`src/design/assert_macros.svh`:
```
// Shared assertion macros for the target locator.
`ifndef ASSERT_MACROS_SVH
`define ASSERT_MACROS_SVH

// A property that must hold at every clock edge outside reset.
`define ASSERT_CLK(lbl, clk, rst, prop) \
  lbl: assert property (@(posedge clk) disable iff (rst) (prop)) \
    else $error("locator property violated");

// A condition that must never be seen outside reset.
`define ASSERT_NEVER(lbl, clk, rst, cond) \
  lbl: assert property (@(posedge clk) disable iff (rst) !(cond)) \
    else $error("locator forbidden condition seen");

`endif

```
`src/design/ggtl_pkg.sv`:
```
package ggtl_pkg;

  // Number of CORDIC steps per angle; the arctangent table has 24 entries.
  localparam int ROTATION_STEPS = 16;
  localparam int ATAN_ENTRIES = 24;
  localparam int CORDIC_STEPS = (ROTATION_STEPS > ATAN_ENTRIES) ? ATAN_ENTRIES
                                                                : ROTATION_STEPS;
  localparam int DIV_BITS = 48;
  localparam int CNT_W = 6;

  localparam logic signed [33:0] CORDIC_GAIN = 34'sd652032874;
  localparam logic signed [31:0] ONE_Q30 = 32'sd1073741824;

  localparam logic [14:0] NORM_LOW_RESET = 15'd14746;
  localparam logic [14:0] NORM_HIGH_RESET = 15'd18022;

  // Configuration register indexes.
  localparam logic REG_NORM_LOW = 1'b0;
  localparam logic REG_NORM_HIGH = 1'b1;

  typedef enum logic [7:0] {
    S_IDLE  = 8'b0000_0001,
    S_CINIT = 8'b0000_0010,
    S_CSTEP = 8'b0000_0100,
    S_ROT   = 8'b0000_1000,
    S_NORM  = 8'b0001_0000,
    S_DIV   = 8'b0010_0000,
    S_TGT   = 8'b0100_0000,
    S_DONE  = 8'b1000_0000
  } state_t;

  // Operand pair for the shared multiplier.
  typedef enum logic [3:0] {
    MS_NONE,
    MS_CP,
    MS_SQ,
    MS_SP,
    MS_CQ,
    MS_XX,
    MS_YY,
    MS_ZZ,
    MS_LOW,
    MS_HIGH,
    MS_HRX,
    MS_HRY
  } mul_sel_t;

  typedef enum logic [1:0] {
    ACC_HOLD,
    ACC_LOAD,
    ACC_ADD,
    ACC_SUB
  } acc_op_t;

  typedef struct packed {
    logic       capture;
    logic       cordic_init;
    logic       cordic_step;
    logic [4:0] step;
    logic [2:0] ang_idx;
    mul_sel_t   mul_sel;
    acc_op_t    acc_op;
    logic       save_np;
    logic       write_pair;
    logic       save_lo;
    logic       save_hi;
    logic       eval_ok;
    logic       div_start;
    logic       div_step;
    logic       div_save;
    logic       div_y;
    logic       tgt_x;
    logic       tgt_y;
  } cmd_t;

  typedef struct packed {
    logic ok;
  } status_t;

  // Arctangent of 2^-i as a 32-bit binary angle.
  function automatic logic [29:0] atan_lookup(input logic [4:0] i);
    logic [29:0] r;
    case (i)
      5'd0:  r = 30'h20000000;
      5'd1:  r = 30'h12E4051E;
      5'd2:  r = 30'h09FB385B;
      5'd3:  r = 30'h051111D4;
      5'd4:  r = 30'h028B0D43;
      5'd5:  r = 30'h0145D7E1;
      5'd6:  r = 30'h00A2F61E;
      5'd7:  r = 30'h00517C55;
      5'd8:  r = 30'h0028BE53;
      5'd9:  r = 30'h00145F2F;
      5'd10: r = 30'h000A2F98;
      5'd11: r = 30'h000517CC;
      5'd12: r = 30'h00028BE6;
      5'd13: r = 30'h000145F3;
      5'd14: r = 30'h0000A2FA;
      5'd15: r = 30'h0000517D;
      5'd16: r = 30'h000028BE;
      5'd17: r = 30'h0000145F;
      5'd18: r = 30'h00000A30;
      5'd19: r = 30'h00000518;
      5'd20: r = 30'h0000028C;
      5'd21: r = 30'h00000146;
      5'd22: r = 30'h000000A3;
      5'd23: r = 30'h00000051;
      default: r = 30'h0;
    endcase
    return r;
  endfunction

endpackage

```
`src/design/ggtl_ctrl.sv`:
```
`include "assert_macros.svh"

module ggtl_ctrl (
  input  logic             clk,
  input  logic             rst,
  input  logic             in_valid,
  output logic             in_stall,
  output logic             out_valid,
  input  logic             out_stall,
  input  ggtl_pkg::status_t status,
  output ggtl_pkg::cmd_t    cmd
);
  import ggtl_pkg::*;

  state_t           state, state_next;
  logic [CNT_W-1:0] cnt, cnt_next;
  logic [2:0]       ang_idx, ang_idx_next;
  logic             div_y, div_y_next;

  assign in_stall = (state != S_IDLE);
  assign out_valid = (state == S_DONE);

  // Sequencing and command decode.
  always_comb begin
    state_next = state;
    cnt_next = cnt;
    ang_idx_next = ang_idx;
    div_y_next = div_y;
    cmd = '0;
    cmd.mul_sel = MS_NONE;
    cmd.acc_op = ACC_HOLD;
    cmd.ang_idx = ang_idx;
    cmd.div_y = div_y;
    cmd.step = cnt[4:0];
    case (state)
      S_IDLE: begin
        if (in_valid) begin
          cmd.capture = 1'b1;
          ang_idx_next = 3'd0;
          state_next = S_CINIT;
        end
      end
      S_CINIT: begin
        cmd.cordic_init = 1'b1;
        cnt_next = '0;
        state_next = S_CSTEP;
      end
      S_CSTEP: begin
        cmd.cordic_step = 1'b1;
        if (cnt == CNT_W'(CORDIC_STEPS - 1)) begin
          cnt_next = '0;
          state_next = S_ROT;
        end else begin
          cnt_next = cnt + 1'b1;
        end
      end
      S_ROT: begin
        cnt_next = cnt + 1'b1;
        case (cnt)
          6'd0: cmd.mul_sel = MS_CP;
          6'd1: begin
            cmd.acc_op = ACC_LOAD;
            cmd.mul_sel = MS_SQ;
          end
          6'd2: begin
            cmd.acc_op = ACC_SUB;
            cmd.mul_sel = MS_SP;
          end
          6'd3: begin
            cmd.save_np = 1'b1;
            cmd.acc_op = ACC_LOAD;
            cmd.mul_sel = MS_CQ;
          end
          6'd4: cmd.acc_op = ACC_ADD;
          default: begin
            cmd.write_pair = 1'b1;
            cnt_next = '0;
            if (ang_idx == 3'd4) begin
              state_next = S_NORM;
            end else begin
              ang_idx_next = ang_idx + 1'b1;
              state_next = S_CINIT;
            end
          end
        endcase
      end
      S_NORM: begin
        cnt_next = cnt + 1'b1;
        case (cnt)
          6'd0: cmd.mul_sel = MS_XX;
          6'd1: begin
            cmd.acc_op = ACC_LOAD;
            cmd.mul_sel = MS_YY;
          end
          6'd2: begin
            cmd.acc_op = ACC_ADD;
            cmd.mul_sel = MS_ZZ;
          end
          6'd3: begin
            cmd.acc_op = ACC_ADD;
            cmd.mul_sel = MS_LOW;
          end
          6'd4: begin
            cmd.save_lo = 1'b1;
            cmd.mul_sel = MS_HIGH;
          end
          6'd5: cmd.save_hi = 1'b1;
          6'd6: cmd.eval_ok = 1'b1;
          default: begin
            cnt_next = '0;
            div_y_next = 1'b0;
            state_next = status.ok ? S_DIV : S_TGT;
          end
        endcase
      end
      S_DIV: begin
        cnt_next = cnt + 1'b1;
        if (cnt == '0) begin
          cmd.div_start = 1'b1;
        end else if (cnt <= CNT_W'(DIV_BITS)) begin
          cmd.div_step = 1'b1;
        end else begin
          cmd.div_save = 1'b1;
          cnt_next = '0;
          if (div_y) begin
            state_next = S_TGT;
          end else begin
            div_y_next = 1'b1;
          end
        end
      end
      S_TGT: begin
        cnt_next = cnt + 1'b1;
        case (cnt)
          6'd0: cmd.mul_sel = MS_HRX;
          6'd1: begin
            cmd.tgt_x = 1'b1;
            cmd.mul_sel = MS_HRY;
          end
          default: begin
            cmd.tgt_y = 1'b1;
            cnt_next = '0;
            state_next = S_DONE;
          end
        endcase
      end
      S_DONE: begin
        if (!out_stall) begin
          state_next = S_IDLE;
        end
      end
      default: state_next = S_IDLE;
    endcase
  end

  always_ff @(posedge clk) begin
    if (rst) begin
      state <= S_IDLE;
      cnt <= '0;
      ang_idx <= '0;
      div_y <= 1'b0;
    end else begin
      state <= state_next;
      cnt <= cnt_next;
      ang_idx <= ang_idx_next;
      div_y <= div_y_next;
    end
  end

  `ASSERT_CLK(a_out_clears, clk, rst, out_valid && !out_stall |=> !out_valid)
  `ASSERT_CLK(a_busy_after_take, clk, rst, in_valid && !in_stall |=> in_stall)
  `ASSERT_CLK(a_div_needs_ok, clk, rst, state == S_DIV |-> status.ok)

endmodule

```
`config.mk`:
```
export PLATFORM = sky130hd
export DESIGN_NAME = ggtl_ctrl
export DESIGN_NICKNAME = d
export VERILOG_FILES = /design/src/design/ggtl_pkg.sv /design/src/design/ggtl_ctrl.sv
export VERILOG_INCLUDE_DIRS = /design/src /design/src/design
export SDC_FILE = /design/constraint.sdc
export NUM_CORES = 1
export LEC_CHECK = 0
export ABC_AREA = 1
export ABC_CLOCK_PERIOD_IN_PS = 2200
export BUFFER_PORTS_ARGS = -buffer_cell sky130_fd_sc_hd__buf_2
export CAP_MARGIN = 20
export CORE_ASPECT_RATIO = 2
export CORE_UTILIZATION = 45
export DETAILED_ROUTE_END_ITERATION = 8
export PLACE_DENSITY = 0.68
export REMOVE_ABC_BUFFERS = 1
export SLEW_MARGIN = 20
export SYNTH_ARGS = -nofsm -noshare
export SYNTH_HDL_FRONTEND = slang
export SYNTH_SLANG_ARGS = --single-unit
```
`constraint.sdc`:
```
create_clock -name clk -period 2.2 [get_ports clk]
set_input_delay 0.44 -clock clk [delete_from_list [all_inputs] [get_ports clk]]
set_output_delay 0.44 -clock clk [all_outputs]
set_load 0.02 [all_outputs]
```
# --- Word-level counts from Yosys, hierarchy flattened ---
# Cells that the tools add are included.
op_classes:
  mux: 53
  n_addsub: 2
  n_eq_ne: 27
  magnitude_cmp: 1
  n_reduce_logical: 12
op_table:
  columns: ["operator", "count"]
  rows:
  - ["8-bit 2-to-1 mux", 9]
  - ["8-bit case mux with 8 select lines", 1]
  - ["6-bit 2-to-1 mux", 6]
  - ["6-bit case mux with 6 select lines", 1]
  - ["2-bit inequality test (second input constant)", 10]
  - ["4-bit case mux with 5 select lines", 1]
  - ["6-bit by 3-bit equality test with 1-bit output (second input constant)", 3]
  - ["1-bit 2-to-1 mux", 17]
  - ["3-bit 2-to-1 mux", 5]
  - ["6-bit by 2-bit equality test with 1-bit output (second input constant)", 2]
  - ["3-bit case mux with 4 select lines", 1]
  - ["4-bit case mux with 3 select lines", 1]
  - ["9-bit AND reduction", 1]
  - ["8-bit by 1-bit equality test with 1-bit output (second input constant)", 1]
  - ["8-bit by 2-bit equality test with 1-bit output (second input constant)", 1]
  - ["8-bit by 3-bit equality test with 1-bit output (second input constant)", 1]
  - ["8-bit by 4-bit equality test with 1-bit output (second input constant)", 1]
  - ["8-bit by 5-bit equality test with 1-bit output (second input constant)", 1]
  - ["8-bit by 6-bit equality test with 1-bit output (second input constant)", 1]
  - ["8-bit by 7-bit equality test with 1-bit output (second input constant)", 1]
  - ["8-bit equality test (second input constant)", 1]
  - ["8-bit by 1-bit inequality test with 1-bit output (second input constant)", 1]
  - ["2-bit case mux with 2 select lines", 2]
  - ["4-bit case mux with 2 select lines", 1]
  - ["other kinds (19)", 25]
word_totals:
  inputBits: 5
  wordCells: 99
  out_inout_bits: 30
  ff_bits: 18

# --- Depth between registers and ports, before layout ---
logic_depth:
  word_depth: 4
  ltp_mapped: 13
  mapped_depth_nobuf: 13

# --- Least setup slack after synthesis ---
# Ideal clock, no wire load.
synth_path:
  path_type: "register to output"
  startpoint: "register state[0]"
  endpoint: "output cmd[15] (netlist name)"
  arrival_ps: 1552
  n_path_buf: 1
  required_ps: 1760
  stages_incl_launch_ff: 7
  setup_slack_ps: 208
  path_cell_list: "dfxtp_1 -> nor2_1 -> nand3_1 -> nor2_4 -> buf_2 -> inv_1 -> o21ai_0"
synth_rtl:
  columns: ["element", "line", "rtl"]
  rows:
  - ["start, declared", "ggtl_ctrl.sv:15", "state_t state, state_next;"]
  - ["start signal, assigned", "ggtl_ctrl.sv:163", "state <= state_next;"]
  - ["end, declared", "ggtl_ctrl.sv:11", "output ggtl_pkg::cmd_t cmd"]

==> reports/qor.yml <==
global_route:
  grt_usage: 0.2336
  first_global_vias: 1605
  grt_start_max_net_pins: 14
  grt_first_pass_wirelength_microns: 6962
  antenna_violations_before_repair: 0
  global_route_congestion_overflow_total: 0
clock_network:
  clock-sinks: 18
  clk_latency_ns: 0.25
  cts-root-to-sink-buffers: 2
  cts-root-buf: "clkbuf_8"
  cts.reportedPaths.clkPinSlew_ns: 0.07
  number_of_buffers_created_by_cts: 3
  h-tree-depth: 1
  post_cts_hold_buffer_count: 0
  cts_tree: "built"
logic_synthesis:
  post_synth_instance_area_sq_mm: 0.001684
  synth_top_family_by_area: "simple AND/OR/NAND/NOR gates"
  syn-instance-count: 261
  synth_area_in_simple_gates: 0.5126
  synth-compound-area-share: 0.08915
  synth_xor_xnor_area_share: 0.02080
  leading_area_contributor_after_synthesis: "dfxtp_1"
  yosys-top-cells-area: "dfxtp_1 (21%), nor2_1 (9.4%), nand2_1 (9.1%)"
  synth.yosys.seq_area_share: 0.2140
  synth.yosys.warnings: 0
  synth_largest_type_area_fraction: 0.2140
  post_syn_area_per_cell_sq_um: 6.453
  synth-adder-area-share: 0.04458
  yosys.cell_types.count: 31
  yosys-mux-area-fraction: 0
  synth_seq_cells: 18
critical_path:
  ff2ff_setup_slack_ns: 0.28
  worst_r2r_startpoint: "cnt[0]"
  timing.critical_path.slowest_stage_cell: "dfxtp_1"
  worst_path_largest_cell_delay_ns: 0.33
  critPathMaxFanout: 6
  kind_of_critical_path: "flip-flop to output pin"
  cp_data_required_time_ns: 1.76
  worstSetupEndpointType: "output pin"
  r2r-end: "state[7]"
  ff2ff_path_depth: 11
  critical_path.cell_chain: "nor2_2, nand3_1, nor2_4, inv_1, o21ai_0, buf_2"
  critical_path.startpoint_type: "flip-flop"
  crit_arrival_ns: 1.68
route:
  postRouteAntennaNets: 0
  drt_first_pass_iters: 4
  detail_route.drc_violations: 0
  detailedRoute.firstIterationViolations: 28
  route.vias.total: 1742
  drt_wl_total_microns: 4350
  detail_route.vias_per_cell: 4.977
  detail_route.wl_per_cell_microns: 12.43
layout:
  core_occupancy_in_the_finished_layout: 0.5786
  multi_input_area_sq_mm: 0.001206
  antenna-diode-count: 0
  seqCellArea_sq_um: 372.9
  fill_cells: 379
  area_growth_pct: 23.92
  num-nets-final: 313
  layout-drive-gt1-share: 0.3688
  finish.cell_count_without_fillers: 350
status:
  outcome: "complete, no violations"
floorplanning:
  rows: 31
  die_w_microns: 45.26
  floorplan.die.height_microns: 88.52
  ios: 35
  effective_utilization_at_floorplan: 0.4669
  fp.dieArea_sq_mm: 0.004006
  placeableCoreArea_sq_mm: 0.003607
place:
  io_buffer_count: 34
  gpl.final_weighted_congestion: 0.8821
  cells_after_dpl: 341
  placement.setup.worst_slack_ns: 0.09668
  place_hpwl_microns: 3608
sta:
  final_setup_margin_ns: 0.07845
  fmaxAchievable_mhz: 471.4
  total_of_endpoints_with_negative_setup_slack_in_the_final_report: 0
  final.setup_skew_ns: 0.003106
  worst_pin_slew_ns: 0.3717
  final-hold-violation-count: 0
  timing.hold.ws_ns: 0.5003
  final_min_period_over_clock_period: 0.9643
  maxSlewViolCount: 0
  period_minus_slack_ns: 2.122
  max-slew-margin-rel: 0.7514
power:
  share_clk_of_total_power: 0.148
  power.static_leakage_nw: 1.014
  share_comb_of_total_power: 0.605
  power.total_mw: 1.840
  power.switching_fraction: 0.4940
  power.internal_mw: 0.9309
  power_density_mw_per_mm2: 881.6
  sequentialPowerShare: 0.247
  switchingPower_mw: 0.9089
  irDropWorstVdd_uv: 722.5
hold_path:
  timing.hold.worst.start: "ang_idx[1]"
  hold_path_sink: "ang_idx[1]"
  holdCritPathClass: "flip-flop to flip-flop"
  min_path_cells: 2
job:
  drv_cap: 0
-- worst max-delay path, delay by kind of cell, from the launching register on --
kind	cells	cell delay [ns]
buf+inv	2	0.34
flops	1	0.33
compound gates	1	0.20
simple gates	3	0.57
-- metal layers --
metal	GRT usage	up-vias	wire length, microns
li1	-	914	-
met3	0.02041	14	82
met1	0.2261	778	1497
met4	0.1433	0	206
met2	0.4440	36	2563
met5	0	-	0
-- Yosys cell counts --
| master | number |
|---|---|
| nand2_4 | 3 |
| nand3_4 | 1 |
| or3_1 | 1 |
| a21boi_2 | 1 |
| inv_1 | 31 |
| nand3_1 | 30 |
| o21ai_1 | 1 |
| o21ai_0 | 5 |
| nor2_1 | 42 |
| a21oi_4 | 2 |
| buf_4 | 7 |
| and2_1 | 1 |
| inv_2 | 6 |
| o2bb2ai_1 | 1 |
| nor2_2 | 12 |
| buf_2 | 1 |
| o211ai_2 | 1 |
| nand4_1 | 11 |
| ha_1 | 6 |
| xor2_1 | 4 |
| a21oi_1 | 11 |
| clkbuf_1 | 1 |
| nand2_1 | 41 |
| nand3_2 | 4 |
| nor3_1 | 4 |
| nor3_2 | 1 |
| nor2_4 | 7 |
| nor4_1 | 1 |
| nand2_2 | 5 |
| dfxtp_1 | 18 |
| nand3b_1 | 1 |
-- worst max-delay path by stage --
| stage | from | to | cells past startpoint |
|---|---|---|---|
| floorplan | cnt[0] | cmd[9] | 7 |
| global placement | cnt[0] | cmd[14] | 9 |
| detailed placement | cnt[0] | cmd[14] | 9 |
| CTS | state[1] | cmd[14] | 8 |
| global route | state[0] | cmd[15] | 6 |
| finish | state[0] | cmd[15] | 6 |
-- state kept, by name, summed over array words and instances (netlist names) --
signal,flops
state,8
cnt,6
ang_idx,3
div_y,1
-- stage by stage --
step | cell area (sq um) | TNS [ns]
after floorplan | 1623 | 0
after global placement | 1899 | 0
after detailed placement | 1899 | 0
after CTS | 1982 | 0
after global routing | 2087 | -0.009019
final | 2087 | 0
-- kinds of logic after synthesis --
logic type                 Yosys count
AOI/OAI and AO/OA                   22
buffers and inverters               46
adders and majority gates            6
xor gates and xnor gates             4
and+or+nand+nor                    165
DFF                                 18
-- layout by cell type, fill, tap and decap left out --
master,count
a21boi_2,1
a21oi_1,11
a21oi_4,2
and2_1,1
buf_2,34
buf_4,11
clkbuf_8,4
dfxtp_1,10
dfxtp_2,7
dfxtp_4,1
ha_1,2
ha_2,2
ha_4,2
inv_1,29
inv_2,8
nand2_1,40
nand2_2,5
nand2_4,4
nand3_1,30
nand3_2,2
nand3_4,3
nand3b_1,1
nand4_1,11
nor2_1,40
nor2_2,11
nor2_4,10
nor3_1,4
nor3_2,1
nor4_1,1
o211ai_2,1
o21ai_0,5
o21ai_2,1
o2bb2ai_2,1
or3_1,1
xor2_1,4
-- timing repair --
action / in CTS / in global routing
endpoints found under the setup margin: 6 / 5
pin swaps: 2 / 4
setup buffers: 1 / 4
resized for setup: 7 / 21
cloned: 0 / 0
-- power by group through the flow --
stage	Clock [mW]	Combinational (mW)	Sequential, mW
after floorplan	0	0.819	0.445
after global placement	0	1.05	0.447
after detailed placement	0	1.05	0.448
after CTS	0.279	1.08	0.445
after global routing	0.290	1.25	0.461
final	0.272	1.11	0.454
-- final cells by class --
cell class              count  share of cell area
flip-flops and latches     18              0.1787
well taps                  49             0.02938
inverters                  37             0.06655
clock buffers               4             0.02638
multi-input cells         197              0.5779
repair buffers             45              0.1211
No activity file was read; power rests on OpenSTA's default activity.
